## config.mk

```make
export PLATFORM = sky130hd
export DESIGN_NAME = pid_position_hbridge_drive_flat
export DESIGN_NICKNAME = d
export VERILOG_FILES = /design/src/design/phd_pkg.sv /design/src/design/phd_if.sv /design/src/design/phd_posmod.sv /design/src/design/phd_pid.sv /design/src/design/phd_bridge.sv /design/src/design/pid_position_hbridge_drive.sv /design/src/flat_wrapper.sv
export SDC_FILE = /design/constraint.sdc
export NUM_CORES = 2
export LEC_CHECK = 0
export BUFFER_PORTS_ARGS = -buffer_cell sky130_fd_sc_hd__buf_2
export CORE_MARGIN = 1
export CORE_UTILIZATION = 45
export CTS_CLUSTER_SIZE = 25
export DETAILED_ROUTE_END_ITERATION = 12
export PLACE_DENSITY = 0.69
export SLEW_MARGIN = 40
export SYNTH_ARGS = -nofsm -noshare
export SYNTH_HDL_FRONTEND = slang
export SYNTH_HIERARCHICAL = 1
export SYNTH_SLANG_ARGS = --single-unit
```

## constraint.sdc

```tcl
create_clock -name clk -period 27.3 [get_ports clk]
set_input_delay 1.365 -clock clk [delete_from_list [all_inputs] [get_ports clk]]
set_output_delay 1.365 -clock clk [all_outputs]
set_load 0.1 [all_outputs]
```

## src/design/phd_pkg.sv

```systemverilog
// Package for the PID position H-bridge drive: widths, limits, register codes,
// configuration and stage payload types.
// No dependencies; every other design file imports it.
package phd_pkg;

  // Field widths
  localparam int POS_W    = 16;
  localparam int MOD_W    = 17;
  localparam int GAIN_W   = 10;
  localparam int DATA_W   = 17;
  localparam int INDEX_W  = 3;

  // Offset modulo pipeline: remainder bits resolved per stage
  localparam int DIV_STAGES     = 4;
  localparam int BITS_PER_STAGE = POS_W / DIV_STAGES;

  // Arithmetic widths of the drive path
  localparam int DIFF100_W = 23;
  localparam int KP_W      = 27;
  localparam int KD_W      = 34;
  localparam int KI_W      = 22;
  localparam int QM_W      = 29;
  localparam int Q_W       = 10;
  localparam int DRIVE_W   = 36;

  // Constants of the control law
  localparam logic [POS_W-1:0] LOW_LIMIT  = POS_W'(100);
  localparam logic [POS_W-1:0] HIGH_LIMIT = POS_W'(3996);
  localparam int DIFF_MUL = 100;
  // floor(x / 100) == (x * 5243) >> 19 for 0 <= x <= 32768
  localparam int SUM_RECIP = 5243;
  localparam int SUM_SHIFT = 19;
  localparam logic [MOD_W-1:0] MOD_FULL = MOD_W'(65536);

  // Register indexes of the write port
  typedef enum logic [INDEX_W-1:0] {
    REG_KP_GAIN,
    REG_KI_GAIN,
    REG_KD_GAIN,
    REG_PWM_TOP,
    REG_POS_OFFSET,
    REG_POS_MODULUS,
    REG_FAULT_MODE,
    REG_CLAMP_ENABLE
  } reg_index_t;

  typedef struct packed {
    logic [GAIN_W-1:0] kp_gain;
    logic [GAIN_W-1:0] ki_gain;
    logic [GAIN_W-1:0] kd_gain;
    logic [POS_W-1:0]  pwm_top;
    logic [POS_W-1:0]  position_offset;
    logic [MOD_W-1:0]  position_modulus;
    logic              fault_mode;
    logic              clamp_enable;
  } cfg_t;

  localparam cfg_t CFG_RESET = '{
    kp_gain:          GAIN_W'(10),
    ki_gain:          GAIN_W'(0),
    kd_gain:          GAIN_W'(0),
    pwm_top:          POS_W'(999),
    position_offset:  POS_W'(0),
    position_modulus: MOD_FULL,
    fault_mode:       1'b0,
    clamp_enable:     1'b1
  };

  // Wrapped position handed from the modulo pipeline to the PID stages
  typedef struct packed {
    logic [POS_W-1:0] target;
    logic [POS_W-1:0] pos;
    logic             fault;
  } pos_t;

  // Signed drive handed from the PID stages to the bridge stages
  typedef struct packed {
    logic signed [DRIVE_W-1:0] drive;
    logic                      fault;
  } drv_t;

endpackage

```

## src/design/phd_if.sv

```systemverilog
// Request and result channel interfaces of the PID position H-bridge drive.
// Depends on phd_pkg for the field widths.
interface phd_in_if import phd_pkg::*; ();
  logic             valid;
  logic             ready;
  logic [POS_W-1:0] target;
  logic [POS_W-1:0] position_raw;

  modport source (output valid, target, position_raw, input ready);
  modport sink (input valid, target, position_raw, output ready);
endinterface

interface phd_out_if import phd_pkg::*; ();
  logic             valid;
  logic             ready;
  logic [POS_W-1:0] compare_a;
  logic [POS_W-1:0] compare_b;
  logic             drive_reverse;
  logic             range_fault;

  modport source (output valid, compare_a, compare_b, drive_reverse, range_fault,
                  input ready);
  modport sink (input valid, compare_a, compare_b, drive_reverse, range_fault,
                output ready);
endinterface

```

## src/design/phd_posmod.sv

```systemverilog
// Offset and modulo pipeline: shifts the raw position by the zero offset and
// wraps it into the counter period, a few remainder bits per stage.
// Depends on phd_pkg.
module phd_posmod import phd_pkg::*; (
  input  logic             clk,
  input  logic             rst,
  input  cfg_t             cfg,
  input  logic             in_valid,
  output logic             in_ready,
  input  logic [POS_W-1:0] in_target,
  input  logic [POS_W-1:0] in_raw,
  output logic             out_valid,
  input  logic             out_ready,
  output pos_t             out_data
);

  logic [MOD_W-1:0] mod_eff;
  logic [POS_W:0]   delta;
  logic             delta_neg;
  logic [POS_W-1:0] delta_abs;

  // Stage 0 holds the operand, stages 1..DIV_STAGES hold partial remainders
  logic             sv      [DIV_STAGES+1];
  logic             srdy    [DIV_STAGES+1];
  logic [MOD_W-1:0] rem_s   [DIV_STAGES+1];
  logic [POS_W-1:0] dvd_s   [DIV_STAGES+1];
  logic             neg_s   [DIV_STAGES+1];
  logic [POS_W-1:0] tgt_s   [DIV_STAGES+1];

  logic             fv;
  logic             frdy;
  logic [MOD_W-1:0] pos_wide;
  logic [POS_W-1:0] pos_c;

  // A zero period acts as the full 16-bit range
  assign mod_eff = (cfg.position_modulus == '0) ? MOD_FULL : cfg.position_modulus;

  // Signed offset difference, split into sign and magnitude
  assign delta     = {1'b0, in_raw} - {1'b0, cfg.position_offset};
  assign delta_neg = delta[POS_W];
  assign delta_abs = delta_neg ? POS_W'(~delta[POS_W-1:0] + 1'b1) : delta[POS_W-1:0];

  assign in_ready = srdy[0];

  // Capture the request with an empty partial remainder
  always_ff @(posedge clk) begin
    if (rst) begin
      sv[0] <= 1'b0;
    end else if (srdy[0]) begin
      sv[0] <= in_valid;
    end
  end

  always_ff @(posedge clk) begin
    if (in_valid && srdy[0]) begin
      rem_s[0] <= '0;
      dvd_s[0] <= delta_abs;
      neg_s[0] <= delta_neg;
      tgt_s[0] <= in_target;
    end
  end

  for (genvar g = 0; g <= DIV_STAGES; g++) begin : g_rdy
    if (g == DIV_STAGES) begin : g_last
      assign srdy[g] = !sv[g] || frdy;
    end else begin : g_mid
      assign srdy[g] = !sv[g] || srdy[g+1];
    end
  end

  // Restoring remainder steps, BITS_PER_STAGE per stage
  for (genvar g = 1; g <= DIV_STAGES; g++) begin : g_div
    logic [MOD_W-1:0] r;
    logic [MOD_W:0]   t;
    logic [POS_W-1:0] d;

    always_comb begin
      r = rem_s[g-1];
      d = dvd_s[g-1];
      t = '0;
      for (int b = 0; b < BITS_PER_STAGE; b++) begin
        t = {r, d[POS_W-1]};
        d = {d[POS_W-2:0], 1'b0};
        if (t >= {1'b0, mod_eff}) begin
          t = t - {1'b0, mod_eff};
        end
        r = t[MOD_W-1:0];
      end
    end

    always_ff @(posedge clk) begin
      if (rst) begin
        sv[g] <= 1'b0;
      end else if (srdy[g]) begin
        sv[g] <= sv[g-1];
      end
    end

    always_ff @(posedge clk) begin
      if (sv[g-1] && srdy[g]) begin
        rem_s[g] <= r;
        dvd_s[g] <= d;
        neg_s[g] <= neg_s[g-1];
        tgt_s[g] <= tgt_s[g-1];
      end
    end
  end

  // Fold a negative remainder back into the period and check the range
  assign pos_wide = (neg_s[DIV_STAGES] && rem_s[DIV_STAGES] != '0)
                    ? mod_eff - rem_s[DIV_STAGES] : rem_s[DIV_STAGES];
  assign pos_c    = pos_wide[POS_W-1:0];
  assign frdy     = !fv || out_ready;

  always_ff @(posedge clk) begin
    if (rst) begin
      fv <= 1'b0;
    end else if (frdy) begin
      fv <= sv[DIV_STAGES];
    end
  end

  always_ff @(posedge clk) begin
    if (sv[DIV_STAGES] && frdy) begin
      out_data.target <= tgt_s[DIV_STAGES];
      out_data.pos    <= pos_c;
      out_data.fault  <= (pos_c < LOW_LIMIT) || (pos_c > HIGH_LIMIT);
    end
  end

  assign out_valid = fv;

endmodule

```

## src/design/phd_pid.sv

```systemverilog
// PID stages: error, difference and sum state, the three gain products and
// the signed drive with fault inversion.
// Depends on phd_pkg.
module phd_pid import phd_pkg::*; (
  input  logic clk,
  input  logic rst,
  input  cfg_t cfg,
  input  logic in_valid,
  output logic in_ready,
  input  pos_t in_data,
  output logic out_valid,
  input  logic out_ready,
  output drv_t out_data
);

  localparam logic signed [DIFF100_W-1:0] DIFF_MUL_S = DIFF100_W'(DIFF_MUL);
  localparam logic [QM_W-1:0]             RECIP      = QM_W'(SUM_RECIP);

  logic [POS_W-1:0] last_error;
  logic [POS_W-1:0] error_total;

  logic e_v, e_rdy, p_v, p_rdy, s_v, s_rdy, d_v, d_rdy;

  // Error stage signals
  logic [POS_W-1:0]            err_c;
  logic [POS_W-1:0]            diff_c;
  logic [POS_W-1:0]            total_next;
  logic signed [DIFF100_W-1:0] diff_ext;
  logic signed [DIFF100_W-1:0] diff100_c;
  logic signed [POS_W-1:0]     e_err;
  logic signed [DIFF100_W-1:0] e_diff100;
  logic signed [POS_W-1:0]     e_total;
  logic                        e_fault;

  // Product stage signals
  logic [POS_W-1:0]        total_abs;
  logic signed [KP_W-1:0]  p_kp;
  logic signed [KD_W-1:0]  p_kd;
  logic [QM_W-1:0]         p_qm;
  logic                    p_tneg;
  logic                    p_fault;

  // Integral stage signals
  logic [Q_W-1:0]          quot;
  logic signed [Q_W:0]     quot_s;
  logic signed [KP_W-1:0]  s_kp;
  logic signed [KI_W-1:0]  s_ki;
  logic signed [KD_W-1:0]  s_kd;
  logic                    s_fault;

  logic signed [DRIVE_W-1:0] sum_c;

  assign d_rdy    = !d_v || out_ready;
  assign s_rdy    = !s_v || d_rdy;
  assign p_rdy    = !p_v || s_rdy;
  assign e_rdy    = !e_v || p_rdy;
  assign in_ready = e_rdy;

  // Wrapping error, difference and running sum
  assign err_c      = in_data.target - in_data.pos;
  assign diff_c     = err_c - last_error;
  assign total_next = error_total + err_c;
  assign diff_ext   = DIFF100_W'($signed(diff_c));
  assign diff100_c  = diff_ext * DIFF_MUL_S;

  // Advance the error state once per request
  always_ff @(posedge clk) begin
    if (rst) begin
      last_error  <= '0;
      error_total <= '0;
      e_v         <= 1'b0;
    end else begin
      if (e_rdy) begin
        e_v <= in_valid;
      end
      if (in_valid && e_rdy) begin
        last_error  <= err_c;
        error_total <= total_next;
      end
    end
  end

  always_ff @(posedge clk) begin
    if (in_valid && e_rdy) begin
      e_err     <= $signed(err_c);
      e_diff100 <= diff100_c;
      e_total   <= $signed(total_next);
      e_fault   <= in_data.fault;
    end
  end

  // Gain products and the reciprocal step of sum / 100
  assign total_abs = e_total[POS_W-1] ? POS_W'(-e_total) : POS_W'(e_total);

  always_ff @(posedge clk) begin
    if (rst) begin
      p_v <= 1'b0;
    end else if (p_rdy) begin
      p_v <= e_v;
    end
  end

  always_ff @(posedge clk) begin
    if (e_v && p_rdy) begin
      p_kp    <= KP_W'($signed({1'b0, cfg.kp_gain})) * KP_W'(e_err);
      p_kd    <= KD_W'($signed({1'b0, cfg.kd_gain})) * KD_W'(e_diff100);
      p_qm    <= QM_W'(total_abs) * RECIP;
      p_tneg  <= e_total[POS_W-1];
      p_fault <= e_fault;
    end
  end

  // Truncate the quotient toward zero and apply the integral gain
  assign quot   = p_qm[QM_W-1:SUM_SHIFT];
  assign quot_s = p_tneg ? -$signed({1'b0, quot}) : $signed({1'b0, quot});

  always_ff @(posedge clk) begin
    if (rst) begin
      s_v <= 1'b0;
    end else if (s_rdy) begin
      s_v <= p_v;
    end
  end

  always_ff @(posedge clk) begin
    if (p_v && s_rdy) begin
      s_kp    <= p_kp;
      s_ki    <= KI_W'($signed({1'b0, cfg.ki_gain})) * KI_W'(quot_s);
      s_kd    <= p_kd;
      s_fault <= p_fault;
    end
  end

  // Sum the terms and invert on a range fault when enabled
  assign sum_c = DRIVE_W'(s_kp) + DRIVE_W'(s_ki) + DRIVE_W'(s_kd);

  always_ff @(posedge clk) begin
    if (rst) begin
      d_v <= 1'b0;
    end else if (d_rdy) begin
      d_v <= s_v;
    end
  end

  always_ff @(posedge clk) begin
    if (s_v && d_rdy) begin
      out_data.drive <= (s_fault && cfg.fault_mode) ? -sum_c : sum_c;
      out_data.fault <= s_fault;
    end
  end

  assign out_valid = d_v;

endmodule

```

## src/design/phd_bridge.sv

```systemverilog
// Bridge stages: drive magnitude with saturation and clamp, then the two
// slow-decay compare values held in the result register.
// Depends on phd_pkg.
module phd_bridge import phd_pkg::*; (
  input  logic             clk,
  input  logic             rst,
  input  cfg_t             cfg,
  input  logic             in_valid,
  output logic             in_ready,
  input  drv_t             in_data,
  output logic             out_valid,
  input  logic             out_ready,
  output logic [POS_W-1:0] compare_a,
  output logic [POS_W-1:0] compare_b,
  output logic             drive_reverse,
  output logic             range_fault
);

  logic m_v, m_rdy, o_v, o_rdy;

  logic                      neg_c;
  logic signed [DRIVE_W-1:0] abs_c;
  logic [POS_W-1:0]          sat_c;
  logic [POS_W-1:0]          m_mag;
  logic                      m_rev;
  logic                      m_fault;

  logic [POS_W-1:0] mag_c;
  logic [POS_W-1:0] active_c;

  assign o_rdy    = !o_v || out_ready;
  assign m_rdy    = !m_v || o_rdy;
  assign in_ready = m_rdy;

  // Magnitude, saturated to 16 bits
  assign neg_c = in_data.drive < 0;
  assign abs_c = neg_c ? -in_data.drive : in_data.drive;
  assign sat_c = (abs_c[DRIVE_W-1:POS_W] != '0) ? '1 : abs_c[POS_W-1:0];

  always_ff @(posedge clk) begin
    if (rst) begin
      m_v <= 1'b0;
    end else if (m_rdy) begin
      m_v <= in_valid;
    end
  end

  always_ff @(posedge clk) begin
    if (in_valid && m_rdy) begin
      m_mag   <= sat_c;
      m_rev   <= neg_c;
      m_fault <= in_data.fault;
    end
  end

  // Clamp to the PWM top and pick the active bridge input
  assign mag_c    = (cfg.clamp_enable && m_mag >= cfg.pwm_top) ? cfg.pwm_top : m_mag;
  assign active_c = cfg.pwm_top - mag_c;

  always_ff @(posedge clk) begin
    if (rst) begin
      o_v <= 1'b0;
    end else if (o_rdy) begin
      o_v <= m_v;
    end
  end

  always_ff @(posedge clk) begin
    if (m_v && o_rdy) begin
      compare_a     <= m_rev ? cfg.pwm_top : active_c;
      compare_b     <= m_rev ? active_c : cfg.pwm_top;
      drive_reverse <= m_rev;
      range_fault   <= m_fault;
    end
  end

  assign out_valid = o_v;

endmodule

```

## src/design/pid_position_hbridge_drive.sv

```systemverilog
// PID position drive for an H-bridge with slow-decay PWM compares.
// Requests pass the modulo, PID and bridge stages. Throughput: one request per
// cycle while results are taken, held by the modulo pipeline (4 remainder bits
// per stage) and the registered gain multipliers; every stage moves alone.
// Reset (synchronous, rst high): pipeline emptied, error and error sum cleared,
// configuration registers back to their reset values.
module pid_position_hbridge_drive import phd_pkg::*; (
  input  logic               clk,
  input  logic               rst,
  phd_in_if.sink             tick,
  phd_out_if.source          result,
  input  logic               write_en,
  input  logic [INDEX_W-1:0] reg_index,
  input  logic [DATA_W-1:0]  write_data
);

  cfg_t       cfg;
  reg_index_t widx;

  logic pm_valid, pm_ready;
  pos_t pm_data;
  logic pid_valid, pid_ready;
  drv_t pid_data;

  assign widx = reg_index_t'(reg_index);

  // Configuration registers
  always_ff @(posedge clk) begin
    if (rst) begin
      cfg <= CFG_RESET;
    end else if (write_en) begin
      unique case (widx)
        REG_KP_GAIN:      cfg.kp_gain          <= write_data[GAIN_W-1:0];
        REG_KI_GAIN:      cfg.ki_gain          <= write_data[GAIN_W-1:0];
        REG_KD_GAIN:      cfg.kd_gain          <= write_data[GAIN_W-1:0];
        REG_PWM_TOP:      cfg.pwm_top          <= write_data[POS_W-1:0];
        REG_POS_OFFSET:   cfg.position_offset  <= write_data[POS_W-1:0];
        REG_POS_MODULUS:  cfg.position_modulus <= write_data[MOD_W-1:0];
        REG_FAULT_MODE:   cfg.fault_mode       <= write_data[0];
        REG_CLAMP_ENABLE: cfg.clamp_enable     <= write_data[0];
      endcase
    end
  end

  phd_posmod u_posmod (
    .clk       (clk),
    .rst       (rst),
    .cfg       (cfg),
    .in_valid  (tick.valid),
    .in_ready  (tick.ready),
    .in_target (tick.target),
    .in_raw    (tick.position_raw),
    .out_valid (pm_valid),
    .out_ready (pm_ready),
    .out_data  (pm_data)
  );

  phd_pid u_pid (
    .clk       (clk),
    .rst       (rst),
    .cfg       (cfg),
    .in_valid  (pm_valid),
    .in_ready  (pm_ready),
    .in_data   (pm_data),
    .out_valid (pid_valid),
    .out_ready (pid_ready),
    .out_data  (pid_data)
  );

  phd_bridge u_bridge (
    .clk           (clk),
    .rst           (rst),
    .cfg           (cfg),
    .in_valid      (pid_valid),
    .in_ready      (pid_ready),
    .in_data       (pid_data),
    .out_valid     (result.valid),
    .out_ready     (result.ready),
    .compare_a     (result.compare_a),
    .compare_b     (result.compare_b),
    .drive_reverse (result.drive_reverse),
    .range_fault   (result.range_fault)
  );

  // Reset empties the result register and restores the configuration
  a_reset_empty: assert property (@(posedge clk) rst |=> !result.valid)
    else $error("result still valid after reset");

  a_reset_cfg: assert property (@(posedge clk) rst |=> (cfg == CFG_RESET))
    else $error("configuration not restored by reset");

  // A free result register lets every stage move, so requests are taken
  a_no_bubble_stall: assert property (@(posedge clk) disable iff (rst)
    (!result.valid || result.ready) |-> tick.ready)
    else $error("request refused while the result side is free");

endmodule
```

## src/flat_wrapper.sv

```systemverilog
// flat-port wrapper written by rule: the top's interface ports become plain ports
module pid_position_hbridge_drive_flat import phd_pkg::*;
  (clk, rst, write_en, reg_index, write_data, tick_valid, tick_target, tick_position_raw, tick_ready, result_valid, result_compare_a, result_compare_b, result_drive_reverse, result_range_fault, result_ready);
  phd_in_if tick_i ();
  phd_out_if result_i ();
  input  logic clk;
  input  logic rst;
  input  logic write_en;
  input  logic [INDEX_W-1:0] reg_index;
  input  logic [DATA_W-1:0] write_data;
  input wire logic [$bits(tick_i.valid)-1:0] tick_valid;
  input wire logic [$bits(tick_i.target)-1:0] tick_target;
  input wire logic [$bits(tick_i.position_raw)-1:0] tick_position_raw;
  output wire logic [$bits(tick_i.ready)-1:0] tick_ready;
  output wire logic [$bits(result_i.valid)-1:0] result_valid;
  output wire logic [$bits(result_i.compare_a)-1:0] result_compare_a;
  output wire logic [$bits(result_i.compare_b)-1:0] result_compare_b;
  output wire logic [$bits(result_i.drive_reverse)-1:0] result_drive_reverse;
  output wire logic [$bits(result_i.range_fault)-1:0] result_range_fault;
  input wire logic [$bits(result_i.ready)-1:0] result_ready;
  assign tick_i.valid = tick_valid;
  assign tick_i.target = tick_target;
  assign tick_i.position_raw = tick_position_raw;
  assign tick_ready = tick_i.ready;
  assign result_valid = result_i.valid;
  assign result_compare_a = result_i.compare_a;
  assign result_compare_b = result_i.compare_b;
  assign result_drive_reverse = result_i.drive_reverse;
  assign result_range_fault = result_i.range_fault;
  assign result_i.ready = result_ready;
  pid_position_hbridge_drive u_core (.clk(clk), .rst(rst), .tick(tick_i), .result(result_i), .write_en(write_en), .reg_index(reg_index), .write_data(write_data));
endmodule
```

# After elaboration in Yosys (flattened, before gate mapping)
# Memories as Yosys holds them, arrays and structs flattened. A register that Yosys moved wholly into a read port is not among the register bits.
# Cells that the tools add are included.
[classes]
addsub = 29
multipliers = 5
magnitude_cmp = 20
eq_ne = 7
muxes = 58
n_bitwise = 6
n_reduce_logical = 52
[op_table]
columns = ["operator", "n"]
rows = [
  ["17-bit two-way mux", 17],
  ["18-bit by 17-bit greater-or-equal comparator with 1-bit output", 16],
  ["17-bit subtractor", 16],
  ["16-bit two-way mux", 6],
  ["36-bit two-way mux", 2],
  ["16-bit subtractor", 4],
  ["36-bit by 1-bit < comparator with 1-bit output (second input constant)", 1],
  ["35-bit negation with 36-bit output", 1],
  ["36-bit negation", 1],
  ["28-bit by 34-bit adder with 35-bit output", 1],
  ["11-bit by 21-bit multiplier with 32-bit output", 1],
  ["1-bit two-way mux", 32],
  ["16-bit by 13-bit multiplier with 29-bit output (second input constant)", 1],
  ["27-bit by 22-bit adder with 28-bit output", 1],
  ["11-bit by 16-bit multiplier with 27-bit output", 1],
  ["11-bit by 11-bit multiplier with 22-bit output", 1],
  ["16-bit by 6-bit multiplier with 21-bit output (second input constant)", 1],
  ["20-bit nonzero test", 1],
  ["17-bit zero test", 1],
  ["17-bit nonzero test", 1],
  ["16-bit by 16-bit subtractor with 17-bit output", 1],
  ["16-bit by 1-bit adder with 16-bit output (second input constant)", 1],
  ["16-bit adder", 1],
  ["16-bit greater-or-equal comparator", 1],
  ["15 further kinds", 67],
]
[word_totals]
ff_bits = 456
ram_bits = 255
inputBits = 57
output_inout_bits = 36
word_cells = 223
memories = 5
[memory_table]
columns = ["memory", "depth", "word_bits", "rd", "rd_clocked_by_memory_dff", "wr", "line", "text"]
rows = [
  ["u_core.u_posmod.rem_s", 5, 17, 5, 0, 5, "phd_posmod.sv:25", "logic [MOD_W-1:0] rem_s [DIV_STAGES+1];"],
  ["u_core.u_posmod.dvd_s", 5, 16, 4, 0, 5, "phd_posmod.sv:26", "logic [POS_W-1:0] dvd_s [DIV_STAGES+1];"],
  ["u_core.u_posmod.tgt_s", 5, 16, 5, 1, 5, "phd_posmod.sv:28", "logic [POS_W-1:0] tgt_s [DIV_STAGES+1];"],
  ["u_core.u_posmod.neg_s", 5, 1, 5, 0, 5, "phd_posmod.sv:27", "logic neg_s [DIV_STAGES+1];"],
  ["u_core.u_posmod.sv", 5, 1, 5, 0, 5, "phd_posmod.sv:23", "logic sv [DIV_STAGES+1];"],
]

# Depth between registers and ports, before layout
[logic_depth]
ltp_word = 17
depth_mapped = 48
mapped_depth_nobuf = 42

# By module
# Netlist, hierarchy kept.
[by_module_without_submodules]
columns = ["module", "instances", "cells_each", "area_per_inst_um2", "seq_area_each_um2"]
rows = [
  ["phd_pid", 1, 3700, 36909.1, 8047.7],
  ["phd_posmod", 1, 2534, 23920.4, 6956.7],
  ["phd_bridge", 1, 454, 4330.4, 1601.5],
  ["pid_position_hbridge_drive", 1, 304, 3301.9, 1621.6],
]

# Least setup slack after synthesis
# No wires, ideal clock.
[synth_path]
path_kind = "register to register"
from = "reg u_core/cfg[3] (netlist name)"
to = "mem u_core.u_posmod.rem_s[3][7], in the netlist u_core/u_posmod/rem_s[0][58], data pin"
setup_ps = 260
arrival_time_ps = 11223
required_time_ps = 27040
setup_slack_ps = 15817
path_stages_with_launch = 47
path_buffers = 6
period_less_slack_ps = 11483
path_cell_list = "dfxtp_1 -> inv_1 -> nand2_1 -> nor3_1 -> nor2_1 -> ha_1 -> nand3_1 -> or4_1 -> o221ai_1 -> a211oi_1 -> buf_2 -> buf_1 -> nor2_1 -> a21oi_1 -> fa_1 -> nor2b_1 -> o21ai_0 -> a21oi_1 -> (+11 left out) -> o21ai_0 -> a31oi_1 -> o21ai_0 -> a21oi_2 -> buf_2 -> mux2i_1 -> fa_1 -> a21o_1 -> a211oi_1 -> o21ai_0 -> a31oi_1 -> o31ai_1 -> a21o_1 -> a2111oi_0 -> o22ai_1 -> a211oi_2 -> buf_4 -> mux2_2"
[synth_lines]
columns = ["element", "line"]
rows = [
  ["end, declared", "phd_posmod.sv:25"],
]

==> run metrics <==
top_reg_cell synth edfxtp_1; final worst path period share 45.8%; die area 154,000 µm²; Final Max Tran Viols 0; ANT nets after route 0; Crit path max-delay family compound AO/OA/AOI/OAI gates; dpl hpwl 135,000 µm; Area after DPL 71,100 µm²; Combinational Power Share 76.6%; die height 392 µm; Mapped Cells 6,992; Final Skew 28.8 ps; Post-Route WL 172,000 µm; syn avg cell area 9.79 µm²; final core utilization 49.1%; most common cell after layout, fill and taps aside inv_1; CTS buffer count 77; peak supply drop 0.710 mV; global-route wire length before repair 273,000 µm; Clock Power Share 9.7%; headroom to the max-slew limit 39.3%; post-synthesis cell area 68,500 µm²; Post-CTS Setup Repair Bufs 0; largest net degree at the start of global routing 83; worst path bufs/invs 6; worst r2r path cells 44; worst hold path class reg2reg; number of synthesized register bits 647; Crit path depth 44; # resized after CTS 0; Initial DRC Count 3,049; Max-Cap Viols 0; Post-synth EDFFs 527; reg-to-reg critical path endpoint u_core/u_posmod/rem_s[0][64]; cell row count 142; cell mode on critical path buf_4; crit path kind reg2reg; fmax 79.9 MHz; Hold Path Sink u_core/u_pid/s_kd[17]; TritonCTS clock tree yes; Worst Tran Pin Value 910 ps; GR Overflow Total 0; initial antenna violation count 7; Clock transition at path regs 60 ps; PD cells 149 nW/µm²; Skew-Pair Late Insertion Delay 690 ps; Psw 4.88 mW; sequential fraction of design power 13.7%; Fill cells 13.7k; router iterations before antenna repair 6; Crit Path Max Fanout 31; Internal 6.16 mW; CP peak stage delay 680 ps; drt wl/cell 18.9 µm; Worst path slowest cell a2111oi_1; Yosys cell types 116; chip width 392 µm; Design Area, Final 73,900 µm²; arrival time worst endpoint 12,940 ps; share of cells above drive strength 1 8.08%; hold_ws 402 ps; Final Non-Filler Cells 9,106; PortBufs 92; min-delay src u_core/u_pid/p_kd[17]; Sw Ratio 44.2%; YS warnings 6; Syn Nets 8,352; crit path launch type flip-flop; Tot Pwr 11.0 mW; Hold-fix buffers, CTS 0; # nets final 8,376; Crit. End Element flip-flop; All-Layer GR Usage 22.4%; vias 50.8k; async set or reset register ratio after synthesis 0%; Initial Utilization 45.5%; routability-driven placement congestion ratio 0.932; PnR worst setup slack 14,790 ps; area grow syn2layout 7.88%; Ports 93; final setup TNS 0 ps; R2R setup slack 14,790 ps; WHS Path Cells 0; placed cells 8,951; vias in the first global route 51.1k; pre-CTS WS 14,920 ps; TritonCTS Sinks 647; number of H-tree levels 3; RSZ-0062 raised after global routing false; LEAKAGE 31.7 nW; FF-to-FF Start u_core/cfg[3]; Hold Vio Cnt, Final 0; Critical Path RT 27,730 ps; # setup viols final 0; vias per cell 5.58; Root Buffer clkbuf_16; Core Box Area 150,000 µm²; sequential-to-total area share from yosys stat 26.6%; status complete, no violations; commonest non-fill, non-tap cells in the layout inv_1 (862), ha_1 (762), fa_1 (541), nand2_1 (534), edfxtp_1 (527); Max Root-Sink Buffers 3; Final min period 12,510 ps; DRC errors left 0
-- cell usage after synthesis (all sizes together) (98+ instances only) --
cell type	n	area, µm²
nor2b	104	651
fa	541	10800
xnor2	319	2800
a21oi	366	1850
edfxtp	527	15800
o21ai	245	1230
a21o	132	991
nand3	98	495
nand2b	144	901
nor3	122	661
dfxtp	120	2400
nor2	359	1350
clkbuf	155	582
inv	862	3240
nand2	547	2080
xor2	141	1230
mux2i	127	1270
and2	275	1720
mux2	174	1990
ha	762	9530
-- worst register-to-register path, delay by kind of cell, from the launching register on --
family	cells	cell delay, ps
buffers and inverters	6	1640
DFF	1	450
and+or+nand+nor	8	1850
AOI/OAI and AO/OA	22	5450
muxes	4	1240
adders and majority gates	4	1600
-- how the worst max path moves through the flow --
stage                     slack [ps]          start                           end
after floorplan                15820  u_core/cfg[3]  u_core/u_posmod/rem_s[0][58]
after global placement         15230  u_core/cfg[3]  u_core/u_posmod/rem_s[0][36]
after detailed placement       14920  u_core/cfg[3]  u_core/u_posmod/rem_s[0][65]
after CTS                      14860  u_core/cfg[3]  u_core/u_posmod/rem_s[0][65]
after global routing           13900  u_core/cfg[3]  u_core/u_posmod/rem_s[0][53]
final                          14790  u_core/cfg[3]  u_core/u_posmod/rem_s[0][64]
-- metal layers --
metal  track usage (%)  part of all wire [%]
met5                 0                 0.025
met4              9.60                   4.4
met3              3.14                   5.1
met2              38.9                    49
met1              27.6                    42
-- cell type report --
type	instances	area [µm²]	share of cell area, %
clock inverter	42	500	0.678
antenna	9	22.5	0.0305
sequential	647	18200	24.7
inverter	864	3240	4.39
tap	2016	2520	3.42
timing repair buffer	142	868	1.18
clock buffer	102	2110	2.86
multi-input combinational	5284	46400	62.8
-- power by group through the flow --
stage                     Sequential (mW)  Clock (mW)  Combinational, mW
after global placement               1.54           0               8.16
after detailed placement             1.54           0               8.31
final                                1.52        1.07               8.46
after floorplan                      1.51           0               6.87
after CTS                            1.51        1.09               8.38
after global routing                 1.52        1.12               9.28
-- cells by family after synthesis --
family          synth area share (%)
simple gates                    14.7
fa+ha+maj                       29.7
compound gates                  12.2
buf+inv                         5.99
flops                           26.6
xor+xnor                        5.96
mux                             4.76
-- state kept, by name (all words and copies together), names as in the netlist, 5 cells and up --
name,flops
u_core/cfg,81
u_core/u_bridge/compare_a,16
u_core/u_bridge/compare_b,16
u_core/u_bridge/m_mag,16
u_core/u_pid/e_diff100,21
u_core/u_pid/e_err,16
u_core/u_pid/e_total,16
u_core/u_pid/error_total,16
u_core/u_pid/last_error,16
u_core/u_pid/out_data,37
u_core/u_pid/p_kd,32
u_core/u_pid/p_kp,27
u_core/u_pid/p_qm,10
u_core/u_pid/s_kd,32
u_core/u_pid/s_ki,22
u_core/u_pid/s_kp,27
u_core/u_posmod/dvd_s,40
u_core/u_posmod/neg_s,5
u_core/u_posmod/out_data,33
u_core/u_posmod/rem_s,68
u_core/u_posmod/sv,5
u_core/u_posmod/tgt_s,80
(Power assumes the default switching activity.)
